File: src/sv/u8u16_pkg.sv
`timescale 1ns / 1ps
// ----------------------------------------------------------------------------
// UTF-8 to UTF-16 decoder package
// Shared types, constants and the lead byte length function.
// ----------------------------------------------------------------------------
package u8u16_pkg;

    localparam int QueueDepth = 4;

    localparam logic [15:0] REPL_UNIT    = 16'hFFFD;
    localparam logic [15:0] SURR_HI_BASE = 16'hD800;
    localparam logic [15:0] SURR_LO_BASE = 16'hDC00;
    localparam logic [20:0] MAX_CP       = 21'h10FFFF;
    localparam logic [20:0] PLANE_OFFSET = 21'h010000;

    localparam logic [2:0] LEN_ONE   = 3'd1;
    localparam logic [2:0] LEN_TWO   = 3'd2;
    localparam logic [2:0] LEN_THREE = 3'd3;
    localparam logic [2:0] LEN_FOUR  = 3'd4;

    // One complete or cut-short sequence, first byte in the lowest bits.
    typedef struct packed {
        logic [31:0] bytes;
        logic [2:0]  len;
        logic        fin;
    } job_t;

    typedef struct packed {
        logic valid;
        job_t job;
    } push_t;

    function automatic logic [2:0] lead_length(input logic [7:0] b);
        logic [2:0] len;
        if ((b & 8'hE0) == 8'hC0) begin
            len = LEN_TWO;
        end else if ((b & 8'hF0) == 8'hE0) begin
            len = LEN_THREE;
        end else if ((b & 8'hF8) == 8'hF0) begin
            len = LEN_FOUR;
        end else begin
            len = LEN_ONE;
        end
        return len;
    endfunction

endpackage

File: src/sv/u8u16_front.sv
`timescale 1ns / 1ps
// ----------------------------------------------------------------------------
// Front end
// Accepts bytes, collects multi-byte sequences and hands finished or
// cut-short sequences to the job queue.
// ----------------------------------------------------------------------------
module u8u16_front (
    input  logic              aclk,
    input  logic              aresetn,
    input  logic              s_tvalid,
    output logic              s_tready,
    input  logic [7:0]        s_tdata,   // in_byte
    input  logic              s_tlast,   // final_byte
    input  logic              queue_full,
    output u8u16_pkg::push_t  push
);
    import u8u16_pkg::*;

    logic [23:0] held_reg, held_next;
    logic [1:0]  count_reg, count_next;
    logic [2:0]  seq_len_reg, seq_len_next;

    logic        accept;
    logic [2:0]  need;
    logic [2:0]  len;
    logic        hold;
    logic [31:0] bytes_all;

    assign s_tready = !queue_full;
    assign accept   = s_tvalid && s_tready;

    assign need = (count_reg == 2'd0) ? lead_length(s_tdata) : seq_len_reg;
    assign len  = {1'b0, count_reg} + 3'd1;
    assign hold = !s_tlast && (need > len);

    always_comb begin
        case (count_reg)
            2'd0: bytes_all = {24'd0, s_tdata};
            2'd1: bytes_all = {16'd0, s_tdata, held_reg[7:0]};
            2'd2: bytes_all = {8'd0, s_tdata, held_reg[15:0]};
            default: bytes_all = {s_tdata, held_reg};
        endcase
    end

    always_comb begin
        push.valid     = accept && !hold;
        push.job.bytes = bytes_all;
        push.job.len   = len;
        push.job.fin   = s_tlast;
    end

    always_comb begin
        held_next    = held_reg;
        count_next   = count_reg;
        seq_len_next = seq_len_reg;
        if (accept) begin
            if (hold) begin
                held_next    = bytes_all[23:0];
                count_next   = count_reg + 2'd1;
                seq_len_next = need;
            end else begin
                held_next    = '0;
                count_next   = '0;
                seq_len_next = '0;
            end
        end
    end

    always_ff @(posedge aclk) begin
        if (!aresetn) begin
            held_reg    <= '0;
            count_reg   <= '0;
            seq_len_reg <= '0;
        end else begin
            held_reg    <= held_next;
            count_reg   <= count_next;
            seq_len_reg <= seq_len_next;
        end
    end

endmodule

File: src/sv/u8u16_queue.sv
`timescale 1ns / 1ps
// ----------------------------------------------------------------------------
// Job queue
// Short first-in first-out store of sequences between front and back end.
// ----------------------------------------------------------------------------
module u8u16_queue #(
    parameter int DEPTH = u8u16_pkg::QueueDepth
) (
    input  logic              aclk,
    input  logic              aresetn,
    input  u8u16_pkg::push_t  push,
    output logic              full,
    input  logic              pop,
    output u8u16_pkg::job_t   head,
    output logic              empty
);
    import u8u16_pkg::*;

    localparam int PtrW = (DEPTH > 1) ? $clog2(DEPTH) : 1;
    localparam int CntW = $clog2(DEPTH + 1);

    job_t            store_reg [DEPTH];
    logic [PtrW-1:0] wr_ptr_reg, wr_ptr_next;
    logic [PtrW-1:0] rd_ptr_reg, rd_ptr_next;
    logic [CntW-1:0] count_reg, count_next;
    logic            do_push, do_pop;

    assign full    = (count_reg == CntW'(DEPTH));
    assign empty   = (count_reg == '0);
    assign head    = store_reg[rd_ptr_reg];
    assign do_push = push.valid && !full;
    assign do_pop  = pop && !empty;

    always_comb begin
        wr_ptr_next = wr_ptr_reg;
        rd_ptr_next = rd_ptr_reg;
        if (do_push) begin
            wr_ptr_next = (wr_ptr_reg == PtrW'(DEPTH - 1)) ? '0 : wr_ptr_reg + 1'b1;
        end
        if (do_pop) begin
            rd_ptr_next = (rd_ptr_reg == PtrW'(DEPTH - 1)) ? '0 : rd_ptr_reg + 1'b1;
        end
        case ({do_push, do_pop})
            2'b10:   count_next = count_reg + 1'b1;
            2'b01:   count_next = count_reg - 1'b1;
            default: count_next = count_reg;
        endcase
    end

    always_ff @(posedge aclk) begin
        if (do_push) begin
            store_reg[wr_ptr_reg] <= push.job;
        end
    end

    always_ff @(posedge aclk) begin
        if (!aresetn) begin
            wr_ptr_reg <= '0;
            rd_ptr_reg <= '0;
            count_reg  <= '0;
        end else begin
            wr_ptr_reg <= wr_ptr_next;
            rd_ptr_reg <= rd_ptr_next;
            count_reg  <= count_next;
        end
    end

endmodule

File: src/sv/u8u16_back.sv
`timescale 1ns / 1ps
// ----------------------------------------------------------------------------
// Back end
// Decodes the sequence at the queue head into UTF-16 code units and sends
// them out one beat at a time through an output register.
// ----------------------------------------------------------------------------
module u8u16_back (
    input  logic             aclk,
    input  logic             aresetn,
    input  u8u16_pkg::job_t  head_job,
    input  logic             queue_empty,
    output logic             pop,
    output logic             m_tvalid,
    input  logic             m_tready,
    output logic [15:0]      m_tdata,   // code_unit
    output logic             m_tlast,   // run_last
    output logic             m_tuser    // stream_done
);
    import u8u16_pkg::*;

    function automatic logic [15:0] single_unit(input logic [7:0] b);
        return b[7] ? REPL_UNIT : {8'd0, b};
    endfunction

    logic [7:0]  b0, b1, b2, b3;
    logic [2:0]  need0;
    logic [20:0] cp;
    logic [19:0] offset;
    logic [2:0]  rest_len;
    logic [15:0] unit0, unit1, unit2;
    logic [1:0]  unit_cnt;
    logic [15:0] unit_sel;
    logic        last_unit;
    logic        load;

    logic [1:0]  idx_reg, idx_next;
    logic        valid_reg, valid_next;
    logic [15:0] data_reg;
    logic        last_reg;
    logic        done_reg;

    assign b0 = head_job.bytes[7:0];
    assign b1 = head_job.bytes[15:8];
    assign b2 = head_job.bytes[23:16];
    assign b3 = head_job.bytes[31:24];

    assign need0    = lead_length(b0);
    assign offset   = 20'(cp - PLANE_OFFSET);
    assign rest_len = head_job.len - 3'd1;

    always_comb begin
        case (need0)
            LEN_TWO:   cp = {10'd0, b0[4:0], b1[5:0]};
            LEN_THREE: cp = {5'd0, b0[3:0], b1[5:0], b2[5:0]};
            LEN_FOUR:  cp = {b0[2:0], b1[5:0], b2[5:0], b3[5:0]};
            default:   cp = {13'd0, b0};
        endcase
    end

    always_comb begin
        unit0    = REPL_UNIT;
        unit1    = REPL_UNIT;
        unit2    = REPL_UNIT;
        unit_cnt = 2'd1;
        if (!b0[7]) begin
            unit0 = {8'd0, b0};
        end else if (need0 == LEN_ONE) begin
            unit0 = REPL_UNIT;
        end else if (head_job.len == need0) begin
            if (cp > MAX_CP) begin
                unit0 = REPL_UNIT;
            end else if (cp[20:16] != 5'd0) begin
                unit0    = SURR_HI_BASE + {6'd0, offset[19:10]};
                unit1    = SURR_LO_BASE + {6'd0, offset[9:0]};
                unit_cnt = 2'd2;
            end else begin
                unit0 = cp[15:0];
            end
        end else begin
            // Stream ended inside a sequence: the lead byte is replaced and
            // the bytes behind it are decoded on their own.
            unit0 = REPL_UNIT;
            case (rest_len)
                3'd0: begin
                    unit_cnt = 2'd1;
                end
                3'd1: begin
                    unit1    = single_unit(b1);
                    unit_cnt = 2'd2;
                end
                default: begin
                    if (lead_length(b1) == LEN_TWO) begin
                        unit1    = {5'd0, b1[4:0], b2[5:0]};
                        unit_cnt = 2'd2;
                    end else begin
                        unit1    = single_unit(b1);
                        unit2    = single_unit(b2);
                        unit_cnt = 2'd3;
                    end
                end
            endcase
        end
    end

    always_comb begin
        case (idx_reg)
            2'd0:    unit_sel = unit0;
            2'd1:    unit_sel = unit1;
            default: unit_sel = unit2;
        endcase
    end

    assign last_unit = (idx_reg == (unit_cnt - 2'd1));
    assign load      = (!valid_reg || m_tready) && !queue_empty;
    assign pop       = load && last_unit;

    always_comb begin
        idx_next   = idx_reg;
        valid_next = valid_reg;
        if (load) begin
            idx_next   = last_unit ? 2'd0 : idx_reg + 2'd1;
            valid_next = 1'b1;
        end else if (m_tready) begin
            valid_next = 1'b0;
        end
    end

    always_ff @(posedge aclk) begin
        if (load) begin
            data_reg <= unit_sel;
            last_reg <= last_unit;
            done_reg <= last_unit && head_job.fin;
        end
    end

    always_ff @(posedge aclk) begin
        if (!aresetn) begin
            idx_reg   <= '0;
            valid_reg <= 1'b0;
        end else begin
            idx_reg   <= idx_next;
            valid_reg <= valid_next;
        end
    end

    assign m_tvalid = valid_reg;
    assign m_tdata  = data_reg;
    assign m_tlast  = last_reg;
    assign m_tuser  = done_reg;

endmodule

File: src/sv/utf8_to_utf16_decoder.sv
`timescale 1ns / 1ps
// A byte's finished sequence passes through the job queue and then the output register to m_tdata.
// Input takes one byte per cycle while the job queue is not full; the output register sends one
// code unit per cycle while m_tready is high, so a surrogate pair or an end-of-stream flush of
// up to three units goes out unit by unit. The job queue between front and back end absorbs such bursts.
// Reset (aresetn low, synchronous) drops any held partial sequence and all queued sequences.
// ----------------------------------------------------------------------------
// UTF-8 to UTF-16 decoder
// Streaming transcoder from UTF-8 bytes to UTF-16 code units.
// ----------------------------------------------------------------------------
module utf8_to_utf16_decoder #(
    parameter int QUEUE_DEPTH = u8u16_pkg::QueueDepth
) (
    input  logic        aclk,
    input  logic        aresetn,
    input  logic        s_tvalid,
    output logic        s_tready,
    input  logic [7:0]  s_tdata,   // [7:0] in_byte
    input  logic        s_tlast,   // final_byte
    output logic        m_tvalid,
    input  logic        m_tready,
    output logic [15:0] m_tdata,   // [15:0] code_unit
    output logic        m_tlast,   // run_last
    output logic        m_tuser    // [0] stream_done
);
    import u8u16_pkg::*;

    push_t push;
    job_t  head_job;
    logic  queue_full;
    logic  queue_empty;
    logic  pop;

    u8u16_front u_front (
        .aclk       (aclk),
        .aresetn    (aresetn),
        .s_tvalid   (s_tvalid),
        .s_tready   (s_tready),
        .s_tdata    (s_tdata),
        .s_tlast    (s_tlast),
        .queue_full (queue_full),
        .push       (push)
    );

    u8u16_queue #(
        .DEPTH (QUEUE_DEPTH)
    ) u_queue (
        .aclk    (aclk),
        .aresetn (aresetn),
        .push    (push),
        .full    (queue_full),
        .pop     (pop),
        .head    (head_job),
        .empty   (queue_empty)
    );

    u8u16_back u_back (
        .aclk        (aclk),
        .aresetn     (aresetn),
        .head_job    (head_job),
        .queue_empty (queue_empty),
        .pop         (pop),
        .m_tvalid    (m_tvalid),
        .m_tready    (m_tready),
        .m_tdata     (m_tdata),
        .m_tlast     (m_tlast),
        .m_tuser     (m_tuser)
    );

endmodule

File: config.mk
export PLATFORM = sky130hd
export DESIGN_NAME = utf8_to_utf16_decoder
export DESIGN_NICKNAME = d
export VERILOG_FILES = /design/src/sv/u8u16_pkg.sv /design/src/sv/u8u16_front.sv /design/src/sv/u8u16_queue.sv /design/src/sv/u8u16_back.sv /design/src/sv/utf8_to_utf16_decoder.sv
export SDC_FILE = /design/constraint.sdc
export NUM_CORES = 1
export LEC_CHECK = 0
export ABC_AREA = 1
export BUFFER_PORTS_ARGS = -buffer_cell sky130_fd_sc_hd__buf_4
export CORE_MARGIN = 3
export CORE_UTILIZATION = 28
export CTS_CLUSTER_SIZE = 25
export DETAILED_ROUTE_END_ITERATION = 12
export GPL_ROUTABILITY_DRIVEN = 0
export PLACE_DENSITY = 0.43
export SYNTH_ARGS = -nofsm -noshare
export SYNTH_HDL_FRONTEND = slang
export SYNTH_SLANG_ARGS = --single-unit
File: constraint.sdc
create_clock -name aclk -period 4.8 [get_ports aclk]
set_input_delay 0.48 -clock aclk [delete_from_list [all_inputs] [get_ports aclk]]
set_output_delay 0.48 -clock aclk [all_outputs]
set_load 0.005 [all_outputs]
Yosys cells after proc, flatten, opt, wreduce, memory -nomap -nowiden
Memory sizes are Yosys's and may differ from the RTL's. A register that Yosys moved wholly into a read port is not among the register bits.
Cells that the tools add are included.
- output and inout bits: 20
- memories: 1
- memory bits (read-only): 0
- latch bits: 0
- word-level logic and storage cells: 129
- bits of input ports: 13
- memory bits (writable): 144
- register bits after elaboration: 57
- mux-type cells: 56
- $add $sub $neg: 12
- shift-type cells: 0
- magnitude comparators: 2
- div/mod/pow operators: 0
- $mul: 0
- equal/unequal tests: 25
- reduce and logical (&&, ||, !) cells: 22
- bitwise operators: 0
- memories (name ; depth ; width ; rd ports ; clocked after memory_dff ; wr ports ; line ; source):
    u_queue.store_reg ; 4 ; 36 ; 1 ; 1 ; 1 ; u8u16_queue.sv:22 ; job_t store_reg [DEPTH];
- operator list (kind ; number):
    2-to-1 mux 16 bit ; 18
    case mux 32 bit (3 select lines) ; 1
    case mux 16 bit (2 select lines) ; 2
    case mux 21 bit (3 select lines) ; 1
    2-to-1 mux 3 bit ; 15
    adder 15 x 11 -> 16 bit, first input constant ; 2
    2-to-1 mux 24 bit ; 1
    2-to-1 mux 2 bit ; 11
    > comparator 21 bit, second input constant ; 1
    subtractor 20 x 17 -> 20 bit, second input constant ; 1
    equality test 3 bit, second input constant ; 5
    equality test 5 bit, second input constant ; 3
    equality test 4 bit, second input constant ; 3
    equality test 3 x 2 -> 1 bit, second input constant ; 3
    adder 2 x 1 -> 2 bit, second input constant ; 4
    equality test 2 bit, second input constant ; 4
    logical AND 1 bit ; 8
    equality test 2 x 1 -> 1 bit, second input constant ; 3
    equality test 3 x 1 -> 1 bit, second input constant ; 2
    zero test 3 bit ; 2
    case mux 3 bit (2 select lines) ; 1
    subtractor 3 x 1 -> 3 bit, second input constant ; 2
    zero test 1 bit ; 5
    2-to-1 mux 1 bit ; 5
    12 further kinds ; 14

Logic depth before layout (Yosys ltp)
- depth after elaboration: 20
- mapped depth: 33
- gate-level depth less buffers: 31

Cells and area by module
From an unflattened synthesis, not the netlist that was laid out.
- cell total of the unflattened synthesis: 1048
- area, all modules: 9825.7 um^2
- by module, submodules not included (module ; sequential area each (um^2) ; area each (um^2) ; cells an instance ; times used):
    u8u16_queue ; 4504.3 ; 5865.6 ; 419 ; 1
    u8u16_back ; 600.6 ; 2339.7 ; 375 ; 1
    u8u16_front ; 580.6 ; 1620.3 ; 254 ; 1

Least setup slack after synthesis
OpenSTA, ideal clock, no wires.
- path type: reg2reg
- start: register u_front.count_reg[0]
- end: memory u_queue.store_reg[0][0] in the netlist's numbering (enable)
- period minus slack after synthesis: 3857 ps
- setup time: 425 ps
- cell stages (with the launch flop): 13
- data required time: 4375 ps
- slack: 943 ps
- buffers on the path: 0
- arrival time: 3431 ps
- path through: dfxtp_1 > inv_1 > ha_1 > inv_1 > o21ai_0 > ha_1 > nand2_1 > nor2_1 > a211oi_1 > nor2_1 > nor2_1 > clkinv_1 > nor2_1
- RTL lines (what ; line ; source):
    start, declared ; u8u16_front.sv:20 ; logic [1:0] count_reg, count_next;
    start signal, assigned ; u8u16_front.sv:76 ; count_reg <= count_next;
    end, declared ; u8u16_queue.sv:22 ;

==> key figures <==
Logic synthesis
  – Synthesized area per cell: 9.27 um^2
  – EDFF count, synth: 154
  – Yosys warnings: 0
  – Sequential fraction of the synthesis area: 0.564
  – Synth async-reset ratio: 0
  – Mapped Nets: around 1100
  – Mapped Cells: around 1000
  – Yosys reg bits: around 200
  – Main synth FF type: edfxtp_1
  – Synth unique cells: 49
  – Synth Cell Area: between 0.009 and 0.01 mm^2

Finish
  – Share of layout cells above drive strength 1: 0.141
  – Most frequent cells in the layout: nand2_1 (254), edfxtp_1 (154), o21ai_0 (99)
  – Largest register FFs: 136
  – N_diodes: 0
  – Finished Cell Area: approximately 0.011 mm^2
  – Final Net Count: around 1100
  – Commonest non-fill, non-tap cell in the layout: nand2_1
  – Area grow syn2layout: 13.9%
  – Final Util: 0.325

Clocking
  – TritonCTS clock tree: yes
  – Setup bufs post-CTS: 0
  – TritonCTS buffer count: 17
  – Hold buffers post-CTS: 0
  – Clock-pin slew on the worst setup and hold paths: 80 ps
  – H-tree levels: 4
  – Clock Sinks: 195
  – Post_cts resized: 0
  – Max clock buf depth: 2
  – Clock Latency Late Sink: between 400 and 500 ps
  – Root Buffer: clkbuf_16

Outcome
  – Status: finished, final reports clean

Global routing
  – First-pass GRT wire length: approximately 42000 um
  – Grt ovf: 0
  – Largest net degree at the start of global routing: 58
  – Number of global-route vias before repair: roughly 7200
  – Aggregate global-route resource usage: 0.152
  – Initial antenna violation count: 0

Placed design
  – Placed inst area: 0.0104 mm^2
  – Port buffer count: 32
  – DP HPWL: around 19000 um

Floorplan
  – CORE AREA: between 0.03 and 0.04 mm^2
  – FP Rows: between 60 and 70
  – Initial Utilization: 0.286
  – Die extent in x: between 150 and 200 um
  – Die Span Y: approximately 190 um
  – Die area: roughly 0.037 mm^2
  – I/O pins: 33

Route
  – Wirelength per Cell: 17.8 um
  – Via density: between 4 and 5
  – Met2 Routed Length: about 13000 um
  – Drc violations: 0
  – Drt pass-1 iters: 5
  – Routed Antenna Nets: 0
  – Via count: around 7400
  – First DRT Iteration DRCs: between 600 and 700
  – Final WL: 27400 um
  – Metal3 WL: 1030 um
  – DR top layer: met4
  – Met1 Wirelength: between 10000 and 15000 um

Worst setup path
  – Worst EP required: around 5100 ps
  – CP endpoint kind: register
  – Setup crit start kind: register
  – Arr. time, crit path: approximately 4600 ps
  – Maximum fanout along the worst path: 21
  – CP Class: register to register

Timing
  – Pins Over Slew Limit: 0
  – Setup TNS: 0 ps
  – Final Skew: between 15 and 20 ps
  – Final period utilization: 0.900
  – Setup violators final: 0
  – Final hold violations: 0
  – RSZ-0062 raised after global routing: false
  – Tightest Pin Transition: 1040 ps
  – Worst rel slew slack: 0.296
  – Final critical-path required period: approximately 4300 ps
  – Maximum clock frequency: 0.232 GHz

Power
  – Pwr dens: about 600 mW/mm^2
  – Max VDD drop: 0.000291 V
  – Pleak: 4.06 nW

Flow run
  – # Max-Cap Violations: 0

Min path
  – Worst Hold Class: input port to register
==> final cells by class <==
| class | count | area (um^2) |
|---|---|---|
| Timing Repair Buffer | 56 | 445 |
| Multi-Input combinational cell | 704 | 3570 |
| Sequential cell | 195 | 5450 |
| Tap cell | 448 | 561 |
| Fill cell | 3492 | 22800 |
| Inverter | 99 | 378 |
| Clock buffer | 18 | 429 |
| Clock inverter | 14 | 154 |
==> metal layers <==
layer / vias to the layer above / global-route usage
met1: 3556 / 0.212
met5: - / 0
li1: 3627 / -
met3: 38 / 0.0254
met4: 0 / 0.0505
met2: 183 / 0.241
==> synthesized netlist by cell type, drive strengths merged (2+ instances only) <==
| cell type | count | share of area |
|---|---|---|
| nand4 | 8 | 0.0084 |
| clkinv | 2 | 0.00091 |
| a211oi | 3 | 0.0023 |
| clkbuf | 17 | 0.0066 |
| ha | 17 | 0.022 |
| inv | 97 | 0.038 |
| buf | 26 | 0.023 |
| a32oi | 2 | 0.0034 |
| xor2 | 2 | 0.0018 |
| edfxtp | 154 | 0.48 |
| o211ai | 6 | 0.0047 |
| o31ai | 4 | 0.0031 |
| nor2 | 108 | 0.046 |
| o221ai | 4 | 0.0036 |
| nor3 | 10 | 0.0074 |
| a311oi | 3 | 0.0027 |
| o22ai | 22 | 0.016 |
| nand2 | 270 | 0.11 |
| a21oi | 66 | 0.035 |
| a31oi | 4 | 0.0026 |
| o21ai | 111 | 0.058 |
| nand3 | 56 | 0.031 |
| dfxtp | 41 | 0.085 |
==> through the flow <==
stage	setup WS [ps]	instances	total power [mW]	hold WS, ps
6_report	482	1534	6.59	293
3_5_place_dp	370	1497	5.19	455
4_1_cts	352	1529	6.64	271
2_1_floorplan	943	1041	4.22	442
5_1_grt	10.6	1534	7.04	261
3_3_place_gp	470	1497	5.22	448
==> power by group <==
| group | total (mW) | leakage (nW) | switching, mW | internal [mW] |
|---|---|---|---|---|
| Combinational | 2.87 | 2.01 | 2.02 | 0.847 |
| Clock | 1.43 | 0.281 | 0.730 | 0.702 |
| Sequential | 2.29 | 1.77 | 0.0861 | 2.20 |
| Total | 6.59 | 4.06 | 2.84 | 3.75 |
==> kinds of logic after synthesis <==
family	Yosys count	share of synthesized area
flip-flops	195	0.564
AO/OA/AOI/OAI	230	0.136
XOR/XNOR	3	0.00272
AND/OR/NAND/NOR	453	0.204
adder cells (fa/ha/maj)	18	0.0241
buffers and inverters	142	0.0693
==> worst paths after layout <==
| path | depth (start not counted) | from | slack (ps) | to |
|---|---|---|---|---|
| worst max-delay path | 24 | register | 480 | u_queue.count_reg[2] |
| worst max register to register | 24 | register | 480 | u_queue.count_reg[2] |
| worst min-delay path | 1 | s_tlast | 290 | u_queue.store_reg[1][0] |
| worst min register to register | 2 | u_front.held_reg[11] | 460 | u_front.held_reg[11] |
==> critical path, stage by stage, from the launching register on <==
cell     delay [ps]
dfxtp_1         570
inv_2           290
buf_4           280
a21oi_1         120
o21ai_1          70
nand2_1         230
inv_1           110
o22ai_1         330
nand3_1         150
nor2_1          140
nand3_1          90
nand2_1         120
nand2_2          80
nand2_4         120
nand2_1          70
nand2_1          90
nand3_2         130
nor2_2          140
ha_1            150
inv_1            70
fa_1            370
a21oi_1         150
o21ai_0         110
o21ai_0         150
a21oi_1          50
No activity file was read; power rests on OpenSTA's default activity.
